===== config.mk =====
export PLATFORM = sky130hd
export DESIGN_NAME = cmvg_front
export DESIGN_NICKNAME = d
export VERILOG_FILES = /design/src/hw/rtl/cmvg_pkg.sv /design/src/hw/rtl/cmvg_front.sv
export SDC_FILE = /design/constraint.sdc
export NUM_CORES = 1
export LEC_CHECK = 0
export BUFFER_PORTS_ARGS = -buffer_cell sky130_fd_sc_hd__buf_4
export CORE_MARGIN = 8
export CORE_UTILIZATION = 51
export DETAILED_ROUTE_END_ITERATION = 10
export PLACE_DENSITY_LB_ADDON = 0.25
export SYNTH_ARGS = -nofsm -noshare
export SYNTH_HDL_FRONTEND = slang
export SYNTH_SLANG_ARGS = --single-unit

===== constraint.sdc =====
create_clock -name clk_i -period 4.52 [get_ports clk_i]
set_input_delay 0.904 -clock clk_i [delete_from_list [all_inputs] [get_ports clk_i]]
set_output_delay 0.904 -clock clk_i [all_outputs]
set_load 0.05 [all_outputs]

===== src/hw/rtl/cmvg_pkg.sv =====
// Shared types, constants and helper functions of the cylinder mesh vertex generator.
// Used by cmvg_front, cmvg_rim, cmvg_back and the top level; depends on nothing else.
package cmvg_pkg;

  localparam int MAX_FACES     = 1024;
  localparam int CORDIC_STAGES = 16;
  localparam int PHASE_W       = 32;
  localparam int DIV_STAGES    = PHASE_W;
  localparam int FACE_W        = $clog2(MAX_FACES);
  localparam int N_W           = $clog2(MAX_FACES) + 1;
  localparam int FC_W          = 11;
  localparam int RES_DEPTH     = 16;
  localparam int RES_AW        = $clog2(RES_DEPTH);
  localparam int CRED_W        = $clog2(RES_DEPTH + 1);
  localparam int ITEM_DEPTH    = 4;
  localparam int ITEM_AW       = $clog2(ITEM_DEPTH);

  localparam logic signed [31:0] GAIN_Q30   = 32'sd652032874;
  localparam logic signed [63:0] ROUND_HALF = 64'sd536870912;
  localparam logic signed [33:0] SAT_HI     = 34'sh0_7FFF_FFFF;
  localparam logic signed [33:0] SAT_LO     = 34'sh3_8000_0000;

  localparam logic [31:0] ATAN_TURN [32] = '{
    32'h20000000, 32'h12E4051E, 32'h09FB385B, 32'h051111D4, 32'h028B0D43, 32'h0145D7E1,
    32'h00A2F61E, 32'h00517C55, 32'h0028BE53, 32'h00145F2F, 32'h000A2F98, 32'h000517CC,
    32'h00028BE6, 32'h000145F3, 32'h0000A2FA, 32'h0000517D, 32'h000028BE, 32'h0000145F,
    32'h00000A30, 32'h00000518, 32'h0000028C, 32'h00000146, 32'h000000A3, 32'h00000051,
    32'h00000029, 32'h00000014, 32'h0000000A, 32'h00000005, 32'h00000003, 32'h00000001,
    32'h00000001, 32'h00000000
  };

  typedef enum logic [1:0] {
    ACT_TOP    = 2'd0,
    ACT_BOTTOM = 2'd1,
    ACT_SIDE   = 2'd2,
    ACT_NONE   = 2'd3
  } action_e;

  typedef enum logic [2:0] {
    CFG_FACES  = 3'd0,
    CFG_HEIGHT = 3'd1,
    CFG_RADIUS = 3'd2,
    CFG_CX     = 3'd3,
    CFG_CY     = 3'd4,
    CFG_CZ     = 3'd5
  } cfg_idx_e;

  typedef struct packed {
    logic [FC_W-1:0] face_count;
    logic [30:0]     height;
    logic [30:0]     radius;
    logic [31:0]     cx;
    logic [31:0]     cy;
    logic [31:0]     cz;
  } cfg_t;

  typedef struct packed {
    action_e           action;
    logic              bad;
    logic [FACE_W-1:0] i;
    logic [FACE_W-1:0] j;
  } item_t;

  typedef struct packed {
    action_e action;
    logic    bad;
    logic    last;
  } tag_t;

  typedef struct packed {
    logic [FACE_W-1:0] idx;
    tag_t              tag;
  } pt_t;

  typedef struct packed {
    logic [31:0] x;
    logic [31:0] z;
    tag_t        tag;
  } rim_t;

  typedef struct packed {
    action_e     action;
    logic        bad;
    logic [31:0] x0;
    logic [31:0] z0;
    logic [31:0] x1;
    logic [31:0] z1;
  } pair_t;

  function automatic logic [N_W-1:0] eff_faces(input logic [FC_W-1:0] fc);
    logic [N_W-1:0] n;
    n = N_W'(fc);
    if (n < N_W'(3)) begin
      n = N_W'(3);
    end else if (n > N_W'(MAX_FACES)) begin
      n = N_W'(MAX_FACES);
    end
    return n;
  endfunction

  function automatic logic [31:0] sat32(input logic signed [33:0] v);
    logic [31:0] r;
    if (v > SAT_HI) begin
      r = 32'h7FFF_FFFF;
    end else if (v < SAT_LO) begin
      r = 32'h8000_0000;
    end else begin
      r = v[31:0];
    end
    return r;
  endfunction

endpackage


===== src/hw/rtl/cmvg_front.sv =====
// Front end: accepts commands, classifies them and queues them for the back end.
// Depends on cmvg_pkg.
module cmvg_front (
  input  logic                clk_i,
  input  logic                rst_ni,
  input  cmvg_pkg::cfg_t      cfg_i,
  input  logic                start_i,
  input  logic [1:0]          action_i,
  input  logic [cmvg_pkg::FACE_W-1:0] face_index_i,
  output logic                busy_o,
  output logic                item_valid_o,
  output cmvg_pkg::item_t     item_o,
  input  logic                item_pop_i
);
  import cmvg_pkg::*;

  item_t          mem_q [ITEM_DEPTH];
  logic [ITEM_AW:0] wp_q, rp_q;
  logic [N_W-1:0] n_eff, nxt;
  logic           full, empty, push, bad;
  item_t          item_d;

  assign n_eff = eff_faces(cfg_i.face_count);
  assign bad   = N_W'(face_index_i) >= n_eff;
  assign nxt   = N_W'(face_index_i) + N_W'(1);

  always_comb begin
    item_d.action = action_e'(action_i);
    item_d.bad    = bad;
    item_d.i      = bad ? '0 : face_index_i;
    item_d.j      = (bad || nxt == n_eff) ? '0 : nxt[FACE_W-1:0];
  end

  assign full   = (wp_q[ITEM_AW] != rp_q[ITEM_AW]) &&
                  (wp_q[ITEM_AW-1:0] == rp_q[ITEM_AW-1:0]);
  assign empty  = wp_q == rp_q;
  assign busy_o = full;
  assign push   = start_i && !full && (action_e'(action_i) != ACT_NONE);

  assign item_valid_o = !empty;
  assign item_o       = mem_q[rp_q[ITEM_AW-1:0]];

  always_ff @(posedge clk_i or negedge rst_ni) begin
    if (!rst_ni) begin
      wp_q <= '0;
      rp_q <= '0;
    end else begin
      if (push) begin
        wp_q <= wp_q + 1'b1;
      end
      if (item_pop_i) begin
        rp_q <= rp_q + 1'b1;
      end
    end
  end

  always_ff @(posedge clk_i) begin
    if (push) begin
      mem_q[wp_q[ITEM_AW-1:0]] <= item_d;
    end
  end

endmodule


* Word-level counts from Yosys, hierarchy flattened
Memory sizes are Yosys's and may differ from the RTL's.
Cells that the tools add are included.
** Storage, ports and cells
- Register bits after elaboration :: 6
- RAM bits :: 92
- Input port bits :: 185
- Output and inout bits :: 25
- Word-level logic and storage cells :: 26
- Memories :: 1
** Operators by class
- Add/subtract/negate cells :: 3
- Order comparisons :: 3
- Eq/ne operators :: 5
- Muxes and demuxes :: 6
- Reductions and logical operators :: 6
** Memories
- mem_q :: words 4, bits a word 23, read ports 1, clocked after Yosys merged registers in 0, write ports 1, line cmvg_front.sv:17 : item_t mem_q [ITEM_DEPTH];
** Operator list (number)
- $mux 11 :: 2
- $mux 10 :: 2
- $add 10x1->11 const B :: 1
- $eq 11x11->1 :: 1
- $ge 10x11->1 :: 1
- $gt 11x11->1 const B :: 1
- $lt 11x2->1 const B :: 1
- $add 3x1->3 const B :: 2
- $eq 3x3->1 :: 1
- $logic_and 1x1->1 :: 3
- $eq 2x2->1 :: 1
- $logic_not 1->1 :: 2
- $mux 1 :: 2
- $ne 2x2->1 const B :: 1
- $logic_or 1x1->1 :: 1
- $ne 1x1->1 :: 1

* Logic depth before layout (Yosys ltp)
- Word-level depth :: 7
- Mapped depth :: 12
- Mapped depth without buffers :: 11

* Worst setup path after synthesis
OpenSTA, ideal clock, no wires.
- Kind :: input-to-reg
- From :: in face_index_i[0] (netlist bit)
- To :: mem mem_q[0][3] (netlist bit) (data pin)
- Setup time :: 279 ps
- Data arrival time :: 2925 ps
- Data required time :: 4241 ps
- Path slack :: 1315 ps
- Cell stages on the path :: 8
- Path buffers :: 0
- Cells stage by stage :: ha_1 > mux2_2 > mux2_2 > a31oi_1 > nand4b_1 > or4_4 > o31ai_4 > nor2_1
** RTL lines
- start: declaration :: line cmvg_front.sv:9 : input logic [cmvg_pkg::FACE_W-1:0] face_index_i,
- end: declaration :: line cmvg_front.sv:17

==> impl_metrics.json <==
{
  "outcome": "finished clean",
  "cpPeakStageDelay_ps": 460,
  "crit_chain": "buf_4 > nor4_1 > a21oi_1 > or2_2 > ha_1 > a21o_1 > a21oi_1 > o21ai_0 > a21oi_1 > inv_1 > nor3_1",
  "core_area_um2": 8678,
  "skew_ps": 11.55,
  "drcViolationCount": 0,
  "syn_nets": 478,
  "rsz0062_at_grt": "false",
  "viasPerCell": 5.696,
  "cts_buffer_depth": 2,
  "critPathCaptureType": "flop",
  "hold_viol_final": 0,
  "num_vias": 2546,
  "ys_types": 46,
  "dieArea_um2": 12150,
  "setup_viol": 0,
  "ios": 210,
  "avgSynthCellArea_um2": 16.35,
  "fin_setup_tns_ps": 0,
  "ys_ff_latch": 98,
  "path_buf_inv": 2,
  "htreeDepth": 3,
  "synth_xor_area_share_pct": 4.062,
  "place.gp.congestion": 0.9106,
  "synth_flop_cell": "edfxtp_1",
  "first_pass_iters": 4,
  "grt_usage_pct": 15.83,
  "die_w_um": 110.2,
  "synth-edff-count": 92,
  "power.density_nw_per_um2": 636.4,
  "yosys-mux-area-fraction_pct": 12.19,
  "crit_arrival_ps": 3800,
  "syn2layout_area_growth_pct": 15.50,
  "wl_mm": 8.945,
  "peakVddDrop_mv": 0.4650,
  "drt_iter0_markers": 84,
  "hpwl_mm": 6.518,
  "slew_headroom_pct": 44.36,
  "r2r_cells": 5,
  "synth_top_cell_area_share_pct": 61.01,
  "r2r-start": "rp_q[0]",
  "period_needed_ps": 3689,
  "diodes": 0,
  "fin_nets": 535,
  "insertion_delay_ps": 350,
  "layout_setup_ws_ps": 831.1,
  "postLayoutCoreUtil_pct": 60.27,
  "antenna_left": 0,
  "async_flop_share_pct": 6.122,
  "postSynthCellCount": 277,
  "maxCapViolations": 0,
  "routedWlPerCell_um": 20.01,
  "r2r_end": "mem_q[2][22]",
  "syn_area_um2": 4528,
  "io_buffers": 51,
  "synth_area_leaders": "edfxtp_1 61%, mux4_2 11%, ha_1 4.4%, dfrtp_1 3.3%, xnor2_1 2.3%",
  "cp_max_fo": 6,
  "cts.clk_slew.worst_paths_ps": 100,
  "cts_sinks": 98,
  "setup.worst_path.start_class": "primary input",
  "hold_class": "primary input to async pin",
  "clock.fmax_mhz": 271.1,
  "drive_above_1_share_pct": 32.15,
  "required_ps": 4630,
  "criticalPathCategory": "primary input to flop",
  "synthAdderAreaFrac_pct": 4.421,
  "cts_tree": "built",
  "grt_start_max_net_pins": 18,
  "grt_first_pass_wirelength_mm": 14.28,
  "pre_cts_ws_ps": 482.6,
  "yosys.area.top_type": "edfxtp_1",
  "die_h_um": 110.2,
  "initial_core_util_pct": 52.18,
  "reg2reg_setup_slack_ps": 1680,
  "grt_pass1_vias": 2658,
  "gr-total-overflow": 0,
  "post_cts_buffers": 0,
  "slew_violations": 0,
  "num_rows": 34,
  "numCtsBuffers": 9,
  "cts_hold_buf": 0,
  "cp_slowest_cell": "a21oi_1",
  "cp_top_family": "compound AO/OA/AOI/OAI gates",
  "root_buffer": "clkbuf_8",
  "p_leak_uw": 0.001894,
  "ctsResizeCount": 0,
  "synth_compound_area_share_pct": 3.647,
  "tightest_slew_ps": 834.5,
  "yosysWarnings": 0,
  "synth_top_family_by_area": "multiplexers",
  "antenna_found_initial": 0,
  "synth-simple-area-share_pct": 8.759,
  "ys_seq_area_share_pct": 64.33,
  "timing.final.crit_share_pct": 81.61,
  "crit_top_cell": "a21oi_1"
}
[kinds of logic (layout without fill, tap and decap cells)]
group | count (synthesis) | after routing
DFF | 98 | 98
and+or+nand+nor | 71 | 71
muxes | 26 | 26
AOI/OAI and AO/OA | 23 | 23
buffers and inverters | 22 | 84
xor gates and xnor gates | 21 | 21
adders and majority gates | 16 | 16
[state kept, by name, indices dropped and copies added (netlist names)]
signal  cells
mem_q      92
rp_q        3
wp_q        3
[final cells by class]
type	instances	area, um^2
multi-input cells	157	1498
clock inverters	7	75.07
flip-flops and latches	98	2913
inverters	10	37.54
repair buffers	58	447.9
clock buffers	9	123.9
well taps	108	135.1
fillers	703	3448
[metal layers]
metal / wire (um) / part of all wire, % / vias to the layer above / GRT usage (%)
met3: 542 / 6.1 / 2 / 3.895
met1: 4158 / 46 / 1284 / 22.00
met4: 50 / 0.56 / 0 / 4.757
li1: - / - / 1184 / -
met2: 4194 / 47 / 76 / 24.23
met5: 0 / 0 / - / 0
[placed cells by master, fill, tap and decap left out, types with 2 or more instances in the layout]
| master | n |
|---|---|
| clkinvlp_4 | 2 |
| and2_1 | 12 |
| nor3_1 | 2 |
| a21o_1 | 2 |
| and2_2 | 2 |
| mux4_2 | 23 |
| nor2_1 | 15 |
| clkbuf_8 | 9 |
| buf_4 | 57 |
| xnor2_1 | 12 |
| nand4_1 | 3 |
| edfxtp_1 | 92 |
| nand2_1 | 11 |
| nand2b_1 | 4 |
| dfrtp_1 | 6 |
| nand3_1 | 5 |
| nor4_1 | 2 |
| a211oi_1 | 2 |
| a21oi_1 | 5 |
| xor2_1 | 9 |
| inv_1 | 10 |
| mux2_2 | 3 |
| inv_6 | 2 |
| ha_1 | 16 |
| and3_1 | 4 |
| and2b_2 | 2 |
| o21ai_0 | 6 |
[cells in the mapped netlist (all sizes together) (3+ instances only)]
cell	number
a21oi	5
and2	14
and3	5
buf	6
clkbuf	5
dfrtp	6
edfxtp	92
ha	16
inv	10
mux2	3
mux4	23
nand2	11
nand2b	4
nand3	5
nand4	3
nor2	15
o21ai	6
xnor2	12
xor2	9
[how the worst max path moves through the flow]
stage | from | depth (start not counted) | end | slack (ps)
2_1_floorplan | face_index_i[0] | 8 | mem_q[0][3] | 1320
3_3_place_gp | cfg_i[167] | 11 | mem_q[0][9] | 580
3_5_place_dp | cfg_i[167] | 11 | mem_q[0][9] | 480
4_1_cts | cfg_i[167] | 11 | mem_q[2][9] | 860
5_1_grt | cfg_i[162] | 11 | mem_q[2][9] | 420
6_report | cfg_i[162] | 11 | mem_q[2][9] | 830
[through the flow]
| stage | area [um^2] | std cells | hold WS [ps] | total power [uW] |
|---|---|---|---|---|
| 2_1_floorplan | 4528 | 277 | 461.9 | 2362 |
| 3_3_place_gp | 5031 | 431 | 477.5 | 2789 |
| 3_5_place_dp | 5031 | 431 | 480.8 | 2816 |
| 4_1_cts | 5230 | 447 | 310.9 | 3375 |
| 5_1_grt | 5230 | 447 | 315.2 | 3496 |
| 6_report | 5230 | 447 | 332.0 | 3328 |
[report_power, final]
group          internal (uW)  switching [uW]  total (uW)
registers               1190             101        1300
clock network            259             306         565
logic                    534             934        1470
total                   1990            1340        3330
[worst register-to-register path, cell delays in order (launching register included)]
cell and delay, ps:
dfrtp_1 900, xor2_1 240, or3_1 150, and3_1 280
and2_1 640, buf_4 340
Note: power is estimated with default switching activity, not from simulation.
