**config.mk**
```make
export PLATFORM = sky130hd
export DESIGN_NAME = cmvg_back
export DESIGN_NICKNAME = d
export VERILOG_FILES = /design/src/hw/rtl/cmvg_pkg.sv /design/src/hw/rtl/cmvg_back.sv
export SDC_FILE = /design/constraint.sdc
export NUM_CORES = 2
export LEC_CHECK = 0
export ABC_CLOCK_PERIOD_IN_PS = 14770
export BUFFER_PORTS_ARGS = -buffer_cell sky130_fd_sc_hd__buf_4
export CAP_MARGIN = 0
export CORE_ASPECT_RATIO = 1.1
export CORE_MARGIN = 10
export CORE_UTILIZATION = 61
export CTS_CLUSTER_SIZE = 20
export DETAILED_ROUTE_END_ITERATION = 8
export PLACE_DENSITY = 0.79
export SLEW_MARGIN = 20
export SYNTH_ARGS = -nofsm -noshare
export SYNTH_HDL_FRONTEND = slang
export SYNTH_SLANG_ARGS = --single-unit
```
**constraint.sdc**
```tcl
create_clock -name clk_i -period 14.77 [get_ports clk_i]
set_clock_uncertainty 0.15 [all_clocks]
set_input_delay 2.2155 -clock clk_i [delete_from_list [all_inputs] [get_ports clk_i]]
set_output_delay 2.2155 -clock clk_i [all_outputs]
set_load 0.01 [all_outputs]
```
**src/hw/rtl/cmvg_pkg.sv**
```systemverilog
// Shared types, constants and helper functions of the cylinder mesh vertex generator.
// Used by cmvg_front, cmvg_rim, cmvg_back and the top level; depends on nothing else.
package cmvg_pkg;

  localparam int MAX_FACES     = 1024;
  localparam int CORDIC_STAGES = 16;
  localparam int PHASE_W       = 32;
  localparam int DIV_STAGES    = PHASE_W;
  localparam int FACE_W        = $clog2(MAX_FACES);
  localparam int N_W           = $clog2(MAX_FACES) + 1;
  localparam int FC_W          = 11;
  localparam int RES_DEPTH     = 16;
  localparam int RES_AW        = $clog2(RES_DEPTH);
  localparam int CRED_W        = $clog2(RES_DEPTH + 1);
  localparam int ITEM_DEPTH    = 4;
  localparam int ITEM_AW       = $clog2(ITEM_DEPTH);

  localparam logic signed [31:0] GAIN_Q30   = 32'sd652032874;
  localparam logic signed [63:0] ROUND_HALF = 64'sd536870912;
  localparam logic signed [33:0] SAT_HI     = 34'sh0_7FFF_FFFF;
  localparam logic signed [33:0] SAT_LO     = 34'sh3_8000_0000;

  localparam logic [31:0] ATAN_TURN [32] = '{
    32'h20000000, 32'h12E4051E, 32'h09FB385B, 32'h051111D4, 32'h028B0D43, 32'h0145D7E1,
    32'h00A2F61E, 32'h00517C55, 32'h0028BE53, 32'h00145F2F, 32'h000A2F98, 32'h000517CC,
    32'h00028BE6, 32'h000145F3, 32'h0000A2FA, 32'h0000517D, 32'h000028BE, 32'h0000145F,
    32'h00000A30, 32'h00000518, 32'h0000028C, 32'h00000146, 32'h000000A3, 32'h00000051,
    32'h00000029, 32'h00000014, 32'h0000000A, 32'h00000005, 32'h00000003, 32'h00000001,
    32'h00000001, 32'h00000000
  };

  typedef enum logic [1:0] {
    ACT_TOP    = 2'd0,
    ACT_BOTTOM = 2'd1,
    ACT_SIDE   = 2'd2,
    ACT_NONE   = 2'd3
  } action_e;

  typedef enum logic [2:0] {
    CFG_FACES  = 3'd0,
    CFG_HEIGHT = 3'd1,
    CFG_RADIUS = 3'd2,
    CFG_CX     = 3'd3,
    CFG_CY     = 3'd4,
    CFG_CZ     = 3'd5
  } cfg_idx_e;

  typedef struct packed {
    logic [FC_W-1:0] face_count;
    logic [30:0]     height;
    logic [30:0]     radius;
    logic [31:0]     cx;
    logic [31:0]     cy;
    logic [31:0]     cz;
  } cfg_t;

  typedef struct packed {
    action_e           action;
    logic              bad;
    logic [FACE_W-1:0] i;
    logic [FACE_W-1:0] j;
  } item_t;

  typedef struct packed {
    action_e action;
    logic    bad;
    logic    last;
  } tag_t;

  typedef struct packed {
    logic [FACE_W-1:0] idx;
    tag_t              tag;
  } pt_t;

  typedef struct packed {
    logic [31:0] x;
    logic [31:0] z;
    tag_t        tag;
  } rim_t;

  typedef struct packed {
    action_e     action;
    logic        bad;
    logic [31:0] x0;
    logic [31:0] z0;
    logic [31:0] x1;
    logic [31:0] z1;
  } pair_t;

  function automatic logic [N_W-1:0] eff_faces(input logic [FC_W-1:0] fc);
    logic [N_W-1:0] n;
    n = N_W'(fc);
    if (n < N_W'(3)) begin
      n = N_W'(3);
    end else if (n > N_W'(MAX_FACES)) begin
      n = N_W'(MAX_FACES);
    end
    return n;
  endfunction

  function automatic logic [31:0] sat32(input logic signed [33:0] v);
    logic [31:0] r;
    if (v > SAT_HI) begin
      r = 32'h7FFF_FFFF;
    end else if (v < SAT_LO) begin
      r = 32'h8000_0000;
    end else begin
      r = v[31:0];
    end
    return r;
  endfunction

endpackage

```
**src/hw/rtl/cmvg_back.sv**
```systemverilog
// Back end: issues rim points, pairs the results, buffers them and emits the vertices.
// Depends on cmvg_pkg and drives the rim pipeline cmvg_rim.
module cmvg_back (
  input  logic            clk_i,
  input  logic            rst_ni,
  input  cmvg_pkg::cfg_t  cfg_i,
  input  logic            item_valid_i,
  input  cmvg_pkg::item_t item_i,
  output logic            item_pop_o,
  output logic            pt_valid_o,
  output cmvg_pkg::pt_t   pt_o,
  input  logic            res_valid_i,
  input  cmvg_pkg::rim_t  res_i,
  output logic            vert_valid_o,
  output logic [31:0]     vert_x_o,
  output logic [31:0]     vert_y_o,
  output logic [31:0]     vert_z_o,
  output logic            polygon_end_o,
  output logic            bad_index_o
);
  import cmvg_pkg::*;

  logic              second_q, first;
  logic [CRED_W-1:0] cred_q;
  logic [31:0]       x0_q, z0_q;
  pair_t             mem_q [RES_DEPTH];
  logic [RES_AW:0]   wp_q, rp_q;
  logic [1:0]        step_q;
  logic              empty, last, done;
  pair_t             head;
  logic [29:0]       half;
  logic [31:0]       ytop, ybot, vx, vy, vz;
  logic              vv_q, ve_q, vb_q;
  logic [31:0]       vx_q, vy_q, vz_q;

  assign first      = item_valid_i && !second_q && (cred_q != CRED_W'(RES_DEPTH));
  assign item_pop_o = second_q;
  assign pt_valid_o = first || second_q;
  assign pt_o.idx   = second_q ? item_i.j : item_i.i;
  assign pt_o.tag   = '{action: item_i.action, bad: item_i.bad, last: second_q};

  assign empty = wp_q == rp_q;
  assign head  = mem_q[rp_q[RES_AW-1:0]];
  assign half  = cfg_i.height[30:1];
  assign ytop  = sat32(34'($signed(cfg_i.cy)) + 34'(half));
  assign ybot  = sat32(34'($signed(cfg_i.cy)) - 34'(half));

  always_comb begin
    vx   = '0;
    vy   = '0;
    vz   = '0;
    last = 1'b1;
    if (!head.bad) begin
      case (head.action)
        ACT_SIDE: begin
          vy   = (step_q[1]) ? ytop : ybot;
          vx   = (step_q == 2'd1 || step_q == 2'd2) ? head.x1 : head.x0;
          vz   = (step_q == 2'd1 || step_q == 2'd2) ? head.z1 : head.z0;
          last = step_q == 2'd3;
        end
        default: begin
          vy   = (head.action == ACT_TOP) ? ytop : ybot;
          vx   = (step_q == 2'd0) ? head.x0 : (step_q == 2'd1) ? head.x1 : cfg_i.cx;
          vz   = (step_q == 2'd0) ? head.z0 : (step_q == 2'd1) ? head.z1 : cfg_i.cz;
          last = step_q == 2'd2;
        end
      endcase
    end
  end

  assign done = !empty && last;

  always_ff @(posedge clk_i or negedge rst_ni) begin
    if (!rst_ni) begin
      second_q <= 1'b0;
      cred_q   <= '0;
      wp_q     <= '0;
      rp_q     <= '0;
      step_q   <= '0;
      vv_q     <= 1'b0;
    end else begin
      second_q <= first;
      cred_q   <= cred_q + CRED_W'(first) - CRED_W'(done);
      if (res_valid_i && res_i.tag.last) begin
        wp_q <= wp_q + 1'b1;
      end
      if (done) begin
        rp_q   <= rp_q + 1'b1;
        step_q <= '0;
      end else if (!empty) begin
        step_q <= step_q + 2'd1;
      end
      vv_q <= !empty;
    end
  end

  always_ff @(posedge clk_i) begin
    if (res_valid_i && !res_i.tag.last) begin
      x0_q <= res_i.x;
      z0_q <= res_i.z;
    end
    if (res_valid_i && res_i.tag.last) begin
      mem_q[wp_q[RES_AW-1:0]] <= '{action: res_i.tag.action, bad: res_i.tag.bad,
                                   x0: x0_q, z0: z0_q, x1: res_i.x, z1: res_i.z};
    end
    vx_q <= vx;
    vy_q <= vy;
    vz_q <= vz;
    ve_q <= last;
    vb_q <= head.bad;
  end

  assign vert_valid_o  = vv_q;
  assign vert_x_o      = vx_q;
  assign vert_y_o      = vy_q;
  assign vert_z_o      = vz_q;
  assign polygon_end_o = ve_q;
  assign bad_index_o   = vb_q;

endmodule

```
== After elaboration in Yosys (flattened, before gate mapping) ==
Memory sizes are Yosys's and may differ from the RTL's.
Index checks and enable logic that the tools add are counted.
Storage, ports and cells
  register bits: 181
  RAM bits: 2096
  output and inout port bits: 115
  memories kept: 1
Memories
  mem_q: depth 16, bits a word 131, rd ports 1, clocked after memory_dff 0, wr ports 1, RTL line cmvg_back.sv:26  | pair_t mem_q [RES_DEPTH];
Cells by class
  add/subtract/negate cells: 7
  order comparisons: 4
  eq/ne operators: 7
  muxes and demuxes: 22
  reduce and logical (&&, ||, !) cells: 12
Operators by type and width (number)
  $mux W32: 15
  $gt A33 B32 Y1 const B: 2
  $lt A33 B32 Y1 const B: 2
  $add A32 B31 Y33: 1
  $sub A32 B31 Y33: 1
  $add A5 B1 Y5 const B: 2
  $mux W10: 1
  $eq A2 B2 Y1 const B: 3
  $add A5 B1 Y5: 1
  $eq A5 B5 Y1: 1
  $logic_and A1 B1 Y1: 5
  $ne A5 B5 Y1 const B: 1
  $sub A5 B1 Y5: 1
  $logic_not A2 Y1: 2
  $mux W1: 4
  $mux W2: 2
  $logic_not A1 Y1: 3
  $add A2 B1 Y2 const B: 1
  $eq A2 B1 Y1 const B: 1
  $logic_or A1 B1 Y1: 2
  $ne A2 B1 Y1 const B: 1

== Longest topological paths before layout ==
  depth after elaboration: 6
  gate-level depth with buffers: 19
  gate-level depth less buffers: 17

== Least setup slack after synthesis ==
OpenSTA, ideal clock, no wires.
  path type: input-to-reg
  start: input port res_i[0] (netlist bit)
  end: memory mem_q[3][0] (netlist bit), enable pin
  setup time: 0.781 ns
  arrival time: 11.579 ns
  required time: 13.839 ns
  slack: 2.259 ns
  stages: 4
  buffers on the path: 1
  path through: and2_1 > clkbuf_1 > nand2_1 > nor3_1
On the way
  word-level cells in the longest chain between the ends: 3
Ends and longest elaborated chain
  from (decl): RTL line cmvg_back.sv:13  | input cmvg_pkg::rim_t res_i,
  $logic_and A1 B1 Y1: RTL line cmvg_back.sv:102  | if (res_valid_i && res_i.tag.last) begin
  $mux W1: RTL line cmvg_back.sv:102
  $mux W1 (not written as such): RTL line cmvg_back.sv:103  | mem_q[wp_q[RES_AW-1:0]] <= '{action: res_i.tag.action, bad: res_i.tag.bad,
  to (decl): RTL line cmvg_back.sv:26
No other way between the ends.

== Worst setup path in the final report ==
  start: register rp_q[0]
  end: register cred_q[4]
On the way
  word-level cells in the longest chain between the ends: 6
Ends and longest elaborated chain
  from (decl): RTL line cmvg_back.sv:27  | logic [RES_AW:0] wp_q, rp_q;
  from (signal assigned): RTL line cmvg_back.sv:88  | rp_q <= rp_q + 1'b1;
  $mem_v2 Z16 W131
  $eq A2 B2 Y1: RTL line cmvg_back.sv:54  | case (head.action)
  $mux W1: RTL line cmvg_back.sv:54
  $mux W1: RTL line cmvg_back.sv:53  | if (!head.bad) begin
  $logic_and A1 B1 Y1 (*): RTL line cmvg_back.sv:71  | assign done = !empty && last;
  via done: RTL line cmvg_back.sv:29  | logic empty, last, done;
  $sub A5 B1 Y5 (*): RTL line cmvg_back.sv:83  | cred_q <= cred_q + CRED_W'(first) - CRED_W'(done);
  to (signal assigned): RTL line cmvg_back.sv:83
  to (decl): RTL line cmvg_back.sv:24  | logic [CRED_W-1:0] cred_q;
The timed path passes the listed nets; every way through them passes the cells marked *.
A chain may end at the register's enable or synchronous reset.

==> run_results.csv <==
group,metric,value,unit
routing,wl_per_cell,33.9,um
synth,synth-seq-cells,2277,
floorplan,start_util,61.2,%
routing,wl_met1,80700,um
clock_tree,cts_buffers,208,
placement,placed_area,95200,um^2
setup_path,critPathArrivalTime,7.20,ns
job,max_cap_viol_count,0,
clock_tree,htree_levels,4,
timing,fin_ws,8.16,ns
finish,fin_area,102000,um^2
synth,synth.cell_area,90400,um^2
placement,pre_cts_slack,7.85,ns
power_and_ir_drop,finalPower,0.0195,W
clock_tree,cts_tree,"done",
synth,syn_inst,4224,
timing,rsz0062_at_grt,"false",
power_and_ir_drop,ir_drop,0.000200,V
placement,dp_hpwl,109000,um
routing,route.met3.wl,21200,um
setup_path,crit_path_frequent_cell,"inv_1",
setup_path,crit_type,"flop to flop",
global_route,antenna_found_initial,18,
global_route,grt_overflow,0,
global_route,grt_max_degree,108,
synth,yosysUniqueCellTypes,78,
synth,synth_edf_count,2160,
global_route,grt_pass1_wl,334000,um
finish,layout_common_cells,"edfxtp_1, mux4_2, buf_4",
placement,dpl.cell_count,6332,
clock_tree,clock_path_buffers,3,
power_and_ir_drop,p_per_area,190,nW/um^2
finish,stdcell_count,6733,
timing,timing.slew.headroom,22.0,%
routing,drtAntennaViolNets,0,
floorplan,die_area,164000,um^2
setup_path,crit_chain,"buf_12 > buf_12 > mux4_2 > mux4_4 > inv_1 > and2_1 > nor2_1 > ha_1 > inv_1 > ha_1 > inv_1 > fa_1 > inv_1 > a21oi_1 > nor2_1 > nor2_1 > xnor2_1",
timing,hold_viol,0,
setup_path,critPathTopFamily,"buffers and inverters",
clock_tree,post_cts_buffers,0,
timing,fmax,151,MHz
global_route,track_usage,27.8,%
synth,synth_fa_ha_area_share,1.10,%
finish,final_common_cell,"edfxtp_1",
finish,nNetsFinal,4935,
status,status,"complete, no violations",
finish,nFillCells,8539,
setup_path,reg2reg_from,"rp_q[0]",
synth,synth_top_family_by_area,"multiplexers",
placement,place_congestion,0.866,
synth,synth_compound_area_share,2.89,%
clock_tree,ctsHoldBuffers,0,
setup_path,worstPathMaxFanout,100,
setup_path,cp-start-kind,"flop",
global_route,grt_pass1_vias,48000,
routing,vias,45900,
setup_path,critPathSlowestCell,"mux4_4",
floorplan,io_pins,379,
routing,drt-pass1-iter-count,8,
synth,async_flop_share,0.834,%
synth,synth_nets,4566,
clock_tree,clock_latency,0.87,ns
timing,finalSetupViolCount,0,
timing,finalCritPeriodShare,44.8,%
routing,highest_layer,"met5",
synth,synth-xor-area-share,0.572,%
synth,yosysSeqAreaShare,74.5,%
floorplan,core,148000,um^2
setup_path,cp-end-kind,"flop",
timing,worst_pin_slew,1.17,ns
routing,vias_per_cell,6.82,
timing,finalCriticalPeriod,6.61,ns
synth,synth-simple-area-share,1.61,%
clock_tree,clkTransAtPathRegs,0.07,ns
routing,finalWirelength,228000,um
setup_path,startpoint,"rp_q[0]",
routing,drc_errors,0,
synth,yosys_warnings,0,
synth,synthFlopType,"edfxtp_1",
placement,port_buffers,329,
finish,syn_to_final_growth,13.2,%
finish,layout-drive-gt1-share,30.2,%
clock_tree,clockRootBuffer,"clkbuf_16",
timing,slew_viol_final,0,
setup_path,path_buf_inv,6,
min_path,worstHoldStart,"wp_q[4]",
floorplan,die_h,424,um
clock_tree,cts.sinks,2277,
floorplan,die_w,387,um
min_path,hold_class,"flop to flop",
synth,synth.avg_cell_area,21.4,um^2
setup_path,required,15.35,ns
setup_path,slowest_delay,1.12,ns
routing,first_iter_violations,6169,
routing,wl_met2,117000,um
synth,synth_mux_area_share,17.9,%
power_and_ir_drop,power.leakage,33.2,nW
floorplan,num_rows,148,
clock_tree,cts_resized,0,
timing,fin_tns_setup,0,ns
==> through the flow <==
step	util, %	hold WS [ns]
finish	69.3	0.337
global route	69.3	0.377
CTS	69.3	0.340
detailed placement	64.5	0.330
global placement	64.5	0.326
floorplan	-	0.312
==> flip-flops by register name, indices dropped and copies added, names as in the netlist <==
signal / flops
x0_q: 32
vert_x_o: 32
bad_index_o: 1
z0_q: 32
cred_q: 5
vert_valid_o: 1
mem_q: 2096
polygon_end_o: 1
step_q: 2
vert_y_o: 32
rp_q: 5
item_pop_o: 1
vert_z_o: 32
wp_q: 5
==> layer usage <==
layer,vias up,GRT usage (%)
li1,18500,-
met1,24000,35.9
met2,2881,46.7
met3,531,5.67
met4,20,10.9
met5,-,0
==> cells by family after synthesis <==
family | count (synthesis)
multiplexers | 800
AO/OA/AOI/OAI | 376
flip-flops | 2277
adder cells (fa/ha/maj) | 78
buffers and inverters | 328
AND/OR/NAND/NOR | 306
XOR/XNOR | 59
==> worst paths after layout <==
| kind | end | slack (ns) | cells after the start |
|---|---|---|---|
| max | cred_q[4] | 8.16 | 17 |
| min | wp_q[4] | 0.34 | 1 |
| max reg2reg | cred_q[4] | 8.16 | 17 |
| min reg2reg | wp_q[4] | 0.34 | 1 |
| max in group asynchronous | rp_q[2] | 13.14 | 1 |
| min in group asynchronous | cred_q[3] | 1.09 | 1 |
==> cells in the mapped netlist, types with 16 or more instances <==
cell type  instances  area (um^2)
a21oi_1           84          420
nor2_1           134          503
a211oi_1         143         1070
mux2i_1          134         1340
buf_2             18         90.1
edfxtp_1        2160        64900
o21ai_0           39          195
xnor2_1           46          403
nand2_1           53          199
nor3_1            19         95.1
mux4_2           653        14700
nor2b_1           16          100
dfxtp_1           98         1960
buf_1             49          184
clkbuf_1         170          638
inv_1             83          312
dfrtp_1           19          475
ha_1              75          938
==> where the power goes <==
group,leakage [nW],internal (W),total (W),switching (W)
clock network,3.46,0.00311,0.00556,0.00245
registers,20.5,0.00756,0.00785,0.000295
logic,9.22,0.00274,0.00607,0.00333
total,33.2,0.0134,0.0195,0.00608
==> cell type report <==
class / instances / area (um^2) / area share, %
Sequential cell: 2277 / 67300 / 65.8
Multi-Input combinational cell: 1619 / 21900 / 21.4
Tap cell: 1950 / 2440 / 2.38
Clock buffer: 263 / 5600 / 5.48
Antenna cell: 8 / 20.0 / 0.0196
Timing Repair Buffer: 404 / 3210 / 3.14
Clock inverter: 129 / 1480 / 1.44
Inverter: 83 / 312 / 0.305
==> worst reg2reg max path, stage by stage (launching register included) <==
cell	delay [ns]
dfrtp_4	0.90
buf_12	0.55
buf_12	0.63
mux4_2	0.36
mux4_4	1.12
inv_1	0.61
and2_1	0.37
nor2_1	0.40
ha_1	0.32
inv_1	0.06
ha_1	0.15
inv_1	0.06
fa_1	0.43
inv_1	0.07
a21oi_1	0.06
nor2_1	0.10
nor2_1	0.06
xnor2_1	0.11
Note: power is estimated with default switching activity, not from simulation.
